==> config.mk <==
export PLATFORM = sky130hd
export DESIGN_NAME = supernormal_float_quantizer
export DESIGN_NICKNAME = d
export VERILOG_FILES = /design/src/design/sfq_pkg.sv /design/src/design/supernormal_float_quantizer.sv
export SDC_FILE = /design/constraint.sdc
export NUM_CORES = 1
export LEC_CHECK = 0
export ABC_AREA = 1
export BUFFER_PORTS_ARGS = -buffer_cell sky130_fd_sc_hd__buf_2
export CORE_MARGIN = 1
export CORE_UTILIZATION = 55
export DETAILED_ROUTE_END_ITERATION = 16
export PLACE_DENSITY = 0.75
export SYNTH_ARGS = -nofsm -noshare
export SYNTH_HDL_FRONTEND = slang
export SYNTH_SLANG_ARGS = --single-unit
==> constraint.sdc <==
create_clock -name clk -period 16.58 [get_ports clk]
set_clock_uncertainty 0.05 [all_clocks]
set_input_delay 4.145 -clock clk [delete_from_list [all_inputs] [get_ports clk]]
set_output_delay 4.145 -clock clk [all_outputs]
set_load 0.01 [all_outputs]
==> src/design/sfq_pkg.sv <==
`default_nettype none
// ---------------------------------------------------------------------------
// Supernormal float quantizer package
// Shared constants and the register index codes of the configuration port.
// ---------------------------------------------------------------------------
package sfq_pkg;
	localparam int unsigned CfgDataW = 5;
	localparam int unsigned CfgIdxW  = 1;

	typedef enum logic [CfgIdxW-1:0] {
		REG_MANTISSA_BITS = 1'b0,
		REG_EXPONENT_BITS = 1'b1
	} cfg_reg_t;

	localparam logic [31:0] SignMask = 32'h8000_0000;
	localparam logic [31:0] InfBits  = 32'h7F80_0000;
	localparam logic [31:0] MantMask = 32'h007F_FFFF;
	localparam logic [31:0] HalfMant = 32'h0040_0000;
	localparam logic [7:0]  ExpMax   = 8'hFF;
endpackage
`default_nettype wire

==> src/design/supernormal_float_quantizer.sv <==
`default_nettype none
// ---------------------------------------------------------------------------
// Supernormal float quantizer
// Rounds single-precision bit patterns to a minifloat grid, returned as
// single-precision bit patterns.
// ---------------------------------------------------------------------------
// Channel   Handshake                  Payload
// in        in_valid / in_ready        value_bits  [31:0]
// out       out_valid / out_ready      result_bits [31:0]
// cfg       cfg_we                     cfg_index, cfg_data [4:0]
//
// An input passes the stage 1, stage 2 and output registers before its
// result is offered; one transaction is taken every cycle while the output
// is taken. The three stages are bounds, classify, round; a stall freezes every
// stage together (global enable from the output stage), so nothing is lost.
// Reset clears the valid bits and loads the register reset values.
// ---------------------------------------------------------------------------
module supernormal_float_quantizer import sfq_pkg::*; (
	input  wire logic                clk,
	input  wire logic                arst_n,
	input  wire logic                in_valid,
	output logic                     in_ready,
	input  wire logic [31:0]         value_bits,
	output logic                     out_valid,
	input  wire logic                out_ready,
	output logic [31:0]              result_bits,
	input  wire logic                cfg_we,
	input  wire logic [CfgIdxW-1:0]  cfg_index,
	input  wire logic [CfgDataW-1:0] cfg_data
);
	typedef enum logic [1:0] {K_ZERO, K_POW2, K_INF, K_PASS} kind_t;

	logic [4:0] mant_q;
	logic [3:0] expo_q;
	logic       adv;

	// The whole pipeline moves when the output register is free or taken.
	assign adv      = !out_valid || out_ready;
	assign in_ready = adv;

	always_ff @(posedge clk or negedge arst_n) begin
		if (!arst_n) begin
			mant_q <= 5'd3;
			expo_q <= 4'd4;
		end else if (cfg_we) begin
			case (cfg_reg_t'(cfg_index))
				REG_MANTISSA_BITS: mant_q <= cfg_data;
				REG_EXPONENT_BITS: expo_q <= cfg_data[3:0];
				default: ;
			endcase
		end
	end

	// Stage 1: saturate the widths and work out the exponent bounds.
	logic [4:0] m_c;
	logic [3:0] e_c;
	logic signed [10:0] ex_c, emax_c, emin_c, span_c;
	always_comb begin
		m_c    = (mant_q > 5'd22) ? 5'd22 : mant_q;
		e_c    = (expo_q < 4'd2) ? 4'd2 : ((expo_q > 4'd8) ? 4'd8 : expo_q);
		ex_c   = $signed({3'b0, value_bits[30:23]}) - 11'sd127;
		emax_c = $signed(11'(11'd1 << (e_c - 4'd1))) - 11'sd1;
		emin_c = 11'sd1 - emax_c;
		// A span of 255 already puts both extended bounds beyond every possible
		// exponent, and it keeps the bound sums inside eleven signed bits.
		span_c = (m_c > 5'd9) ? 11'sd255 : $signed(11'(11'd1 << m_c)) - 11'sd1;
	end

	logic        v_s1;
	logic [31:0] x_s1;
	logic [4:0]  m_s1;
	logic signed [10:0] ex_s1, emax_s1, emin_s1, span_s1;
	always_ff @(posedge clk or negedge arst_n) begin
		if (!arst_n) v_s1 <= 1'b0;
		else if (adv) v_s1 <= in_valid;
	end
	always_ff @(posedge clk) begin
		if (adv) begin
			x_s1 <= value_bits; m_s1 <= m_c; ex_s1 <= ex_c;
			emax_s1 <= emax_c; emin_s1 <= emin_c; span_s1 <= span_c;
		end
	end

	// Stage 2: classify and prepare the even rounding mask and addend.
	kind_t       kind_c;
	logic        norm_c;
	logic [23:0] lowmask_c;
	logic [22:0] half_c;
	logic [31:0] x2;
	always_comb begin
		x2     = x_s1;
		norm_c = 1'b0;
		if (ex_s1 < emin_s1)
			kind_c = (ex_s1 < emin_s1 - span_s1) ? K_ZERO : K_POW2;
		else if (ex_s1 > emax_s1) begin
			if (ex_s1 == 11'sd128) kind_c = K_PASS;
			else if (ex_s1 > emax_s1 + span_s1) kind_c = K_INF;
			else kind_c = K_POW2;
		end else begin
			kind_c = K_PASS;
			norm_c = 1'b1;
		end
		// drop = 23 - m is 1..23
		half_c    = 23'(23'd1 << (5'd22 - m_s1));
		lowmask_c = 24'(24'hFF_FFFF >> m_s1);
		if (kind_c == K_POW2) x2 = x_s1 + HalfMant;
	end

	logic        v_s2, norm_s2;
	kind_t       kind_s2;
	logic [31:0] x_s2, xr_s2;
	logic        tie_s2;
	logic [22:0] half_s2;
	always_ff @(posedge clk or negedge arst_n) begin
		if (!arst_n) v_s2 <= 1'b0;
		else if (adv) v_s2 <= v_s1;
	end
	always_ff @(posedge clk) begin
		if (adv) begin
			kind_s2 <= kind_c; norm_s2 <= norm_c; x_s2 <= x_s1; xr_s2 <= x2;
			half_s2 <= half_c;
			tie_s2  <= ((x_s1[23:0] & lowmask_c) == {1'b0, half_c});
		end
	end

	// Stage 3: round and assemble the result.
	logic [31:0] r_c, sum_c, mask_c;
	always_comb begin
		sum_c  = x_s2 + {9'b0, half_s2};
		// mask = 2^(drop+tie)-1 = (half<<1)-1, widened once more on a tie
		mask_c = tie_s2 ? ({8'b0, half_s2, 1'b0} << 1) - 32'd1
		                : {8'b0, half_s2, 1'b0} - 32'd1;
		case (kind_s2)
			K_ZERO:  r_c = 32'd0;
			K_POW2:  r_c = xr_s2 & ~MantMask;
			K_INF:   r_c = (x_s2 & SignMask) | InfBits;
			K_PASS:  r_c = norm_s2 ? (sum_c & ~mask_c) : x_s2;
			default: r_c = x_s2;
		endcase
	end

	always_ff @(posedge clk or negedge arst_n) begin
		if (!arst_n) out_valid <= 1'b0;
		else if (adv) out_valid <= v_s2;
	end
	always_ff @(posedge clk) begin
		if (adv) result_bits <= r_c;
	end

	// A stalled output must keep its data.
	a_hold: assert property (@(posedge clk) disable iff (!arst_n)
		out_valid && !out_ready |=> out_valid && $stable(result_bits))
		else $error("output changed during stall");
	// Underflowed results are always positive zero.
	a_zero: assert property (@(posedge clk) disable iff (!arst_n)
		adv && v_s2 && kind_s2 == K_ZERO |=> result_bits == 32'd0)
		else $error("underflow not zero");
	// Overflowed results carry an infinite exponent field.
	a_inf: assert property (@(posedge clk) disable iff (!arst_n)
		adv && v_s2 && kind_s2 == K_INF |=> result_bits[30:23] == ExpMax)
		else $error("overflow not infinite");
endmodule
`default_nettype wire
==> Yosys cells after proc, flatten, opt, wreduce, memory -nomap -nowiden <==
Cells that the tools add are included.
{ "word_totals": {"regBits": 216, "output_inout_bits": 34, "elab_cells": 70} }
{ "classes": {"add_sub_neg": 12, "order_cmp": 8, "n_eq_ne": 6, "shifts": 4, "muxes": 13, "bitwise": 4, "n_reduce_logical": 5} }
{ "op_table": {"columns": ["operator", "n"], "rows": [
  ["$pmux W32 S4", 1],
  ["$mux W32", 3],
  ["$add A32 B23 Y32", 1],
  ["$add A32 B23 Y32 const B", 1],
  ["$and A32 B32 Y32", 1],
  ["$not A32 Y32", 1],
  ["$sub A25 B1 Y26 const B", 1],
  ["$sub A24 B1 Y25 const B", 1],
  ["$and A24 B24 Y24", 1],
  ["$eq A24 B23 Y1", 1],
  ["$shr A24 B5 Y24 const A", 1],
  ["$shl A1 B5 Y23 const A", 1],
  ["$gt A11 B11 Y1", 2],
  ["$lt A11 B11 Y1", 2],
  ["$sub A11 B2 Y11 const B", 2],
  ["$add A11 B11 Y11", 1],
  ["$eq A11 B9 Y1 const B", 1],
  ["$shl A1 B4 Y11 const A", 1],
  ["$shl A1 B5 Y11 const A", 1],
  ["$sub A11 B11 Y11", 1],
  ["$sub A2 B11 Y11 const A", 1],
  ["$sub A8 B7 Y9 const B", 1],
  ["$mux W2", 4],
  ["$mux W4", 2],
  ["other kinds (15)", 19]
]} }

==> Longest topological paths before layout <==
{ "depth": {"word_depth": 8, "mapped_depth": 26, "depth_no_buf": 26} }

==> Worst setup path before layout <==
OpenSTA, ideal clock, no wires.
{ "synth_timing": {"path_kind": "input to output", "from": "input out_ready", "to": "output in_ready", "t_arrival_ns": 8.046, "setup_slack_ns": 4.339, "stages": 2, "path_buffers": 0, "cell_sequence": "inv_1 > nand2_1"} }
{ "synth_via": {"elab_chain_cells": 1} }
{ "synth_rtl": {"columns": ["item", "line_no", "text"], "rows": [
  ["start, declared", "supernormal_float_quantizer.sv:25", "input wire logic out_ready,"],
  ["$logic_or A1 B1 Y1", "supernormal_float_quantizer.sv:38", "assign adv = !out_valid || out_ready;"],
  ["end, declared", "supernormal_float_quantizer.sv:22", "output logic in_ready,"]
]} }
Every way passes these cells.

==> Final worst setup path <==
Ends and elaborated chain as after synthesis.

==> reports/results.txt <==
Drt wl/cell: 15.2 um
Asr flop ratio synth: 6.32%
Area grow syn2layout: 10.1%
Vias in the first global route: 10030
Logic pwr share: 42.8%
CP Buf/Inv Count: 3
CP max stage cell: nand2_4
Fin Setup TNS: 0 ps
Worst Max-Slew Pin Slew: 1020 ps
Startpoint Class: input pin
Core Region: 22800 um2
Clk root buf: clkbuf_16
Most common cell after layout, fill and taps aside: nand2_1
N_diodes: 0
First-pass GRT wire length: 50000 um
DIE WIDTH: 155 um
Hpwl dp: 24000 um
1st-iter DRT viols: 942
Initial Utilization: 56.5%
Worst path cell trace: buf_2 -> inv_1 -> nand2_4 -> buf_2
Total iterations of the first detailed-routing run: 6
TritonCTS clock tree: yes
Register area share after synthesis: 43.8%
Fill cell count: 2033
Relative slew slack: 31.7%
Gr ovfl total: 0
Die area: 24100 um2
Hold_ws: 400 ps
WP data arrival: 4940 ps
Sequential share of power: 38.3%
Routed wire length: 30900 um
RSZ-0062 raised after global routing: no
Status: complete, no violations
Setup CP Type: in -> out
Initial antenna violation count: 0
GRT Overall Usage: 26.6%
Period utilization: 55.1%
Setup ws final: 7440 ps
PostCTS Resize Cnt: 0
Slew Viols, Final: 0
Largest net degree at the start of global routing: 83
Yosys reg bits: 190
Final hold violation count: 0
Max-cap violations: 0
Pwr/cell area: 145 nW/um2
Post-CTS setup buffers: 0
CP top delay family: simple AND/OR/NAND/NOR gates
Synth Instances: 1621
Yosys Warn Count: 0
# H-tree levels: 4
Net Sw Frac: 42.2%
# hold bufs at CTS: 0
Mapped Avg Cell Area: 7.97 um2
Most frequent cells in the layout: nand2_1 (466), inv_1 (248), edfxtp_1 (178)
Leak pwr: 6.98 nW
Via/cell ratio: 5.35
# IOs: 77
Worst-Skew Late Latency: 440 ps
Setup WS pre-CTS: 7420 ps
# DRC: 0
Most Frequent Cell on Critical Path: buf_2
VDD IR max: 0.0770 mV
CTS Sinks: 190
Setup crit end kind: output pin
# setup viols final: 0
Fin nets: 1846
CTS buffer count: 17
Routed via count: 10895
Routability cong.: 1.01
Post-synth EDFFs: 178
ANT nets after route: 0
Die H: 155 um
Most used flip-flop cell after synthesis: edfxtp_1
Max Fclk: 0.109 GHz
Switching Power: 0.872 mW
Port Buffers: 76
Hold crit path type: reg -> reg
Internal power: 1.20 mW
CP required: 12390 ps
Slowest cell delay on critical path: 420 ps
Synth cell types: 47
Row Count: 55
Worst-path clk slew: 70 ps
Tmin final: 9140 ps
Power share of the clock group: 18.9%
Netlist Area Pre-Place: 12900 um2
Worst-path fanout max: 47
CTS Buffer Depth: 2
Ratio of cells with drive above 1 in the final layout: 8.54%
==> cell type report <==
type / count / area (um2) / share of cell area, %
well taps: 313 / 392 / 2.75
flip-flops and latches: 190 / 5650 / 39.7
repair buffers: 80 / 410 / 2.89
clock inverters: 13 / 124 / 0.871
multi-input cells: 1167 / 6260 / 44.0
clock buffers: 19 / 433 / 3.04
inverters: 253 / 953 / 6.70
==> worst paths after layout <==
kind	cells after the start	slack (ps)	endpoint	from
setup / recovery	4	7440	in_ready	out_ready
hold / removal	0	400	x_s2[9]$_DFFE_PP_	x_s1[9]$_DFFE_PP_
setup reg to reg	19	12410	xr_s2[25]$_DFFE_PP_	emax_s1[0]$_DFFE_PP_
hold reg to reg	0	400	x_s2[9]$_DFFE_PP_	x_s1[9]$_DFFE_PP_
max in group asynchronous	1	12700	expo_q[2]$_DFFE_PN1P_	arst_n
min in group asynchronous	1	3520	expo_q[0]$_DFFE_PN0P_	arst_n
==> stage by stage <==
stage / std cells / cell area [um2] / total power [mW] / utilization [%]
after floorplan: 1625 / 12900 / 1.43 / -
after global placement: 2003 / 13700 / 1.64 / 59.8
after detailed placement: 2003 / 13700 / 1.66 / 59.8
after CTS: 2035 / 14200 / 2.06 / 62.3
after global routing: 2035 / 14200 / 2.22 / 62.3
final: 2035 / 14200 / 2.07 / 62.3
==> kinds of logic after synthesis <==
logic type	count (synthesis)	share of synthesized area, %
and+or+nand+nor	848	28.1
buffers and inverters	268	7.94
DFF	190	43.8
AOI/OAI and AO/OA	154	6.43
adders and majority gates	94	9.28
xor gates and xnor gates	64	4.34
other	2	0.0582
muxes	1	0.0872
==> synth_stat cells, types with 4 or more instances <==
library cell	number	area share, %
nor3b_1	5	0.29
clkbuf_1	9	0.26
ha_1	91	8.8
nor3_1	22	0.85
nand4_1	29	1.4
inv_1	248	7.2
xor2_1	43	2.9
nand2_1	467	14
o22ai_1	10	0.48
nand2_2	5	0.24
nand3b_1	13	0.76
or2_2	11	0.53
nor2_1	153	4.4
o21ai_0	47	1.8
nor2_2	5	0.24
xnor2_1	21	1.4
nand3_1	124	4.8
edfxtp_1	178	41
dfrtp_1	9	1.7
a21oi_1	83	3.2
a21o_1	4	0.23
==> registers in the layout (all words and copies together), names as in the netlist <==
| signal | count |
|---|---|
| result_bits | 32 |
| x_s1 | 32 |
| x_s2 | 32 |
| half_s2 | 23 |
| emax_s1 | 11 |
| span_s1 | 11 |
| emin_s1 | 10 |
| ex_s1 | 9 |
| xr_s2 | 9 |
| m_s1 | 5 |
| mant_q | 5 |
| expo_q | 4 |
| kind_s2 | 2 |
| norm_s2 | 1 |
| out_valid | 1 |
| tie_s2 | 1 |
| v_s1 | 1 |
| v_s2 | 1 |
==> routing by layer <==
layer	track usage, %	vias up	part of all wire, %
li1	-	5492	-
met2	43.8	339	47
met5	0	-	0
met3	3.84	39	5.8
met4	7.10	0	1.5
met1	36.8	5025	46
==> power by group through the flow <==
stage	sequential, mW	combinational, mW	clock, mW
2_1_floorplan	0.787	0.641	0
3_3_place_gp	0.797	0.844	0
3_5_place_dp	0.799	0.866	0
4_1_cts	0.789	0.876	0.397
5_1_grt	0.805	1.00	0.413
6_report	0.791	0.884	0.392
Power figures use the tool's default switching activity.
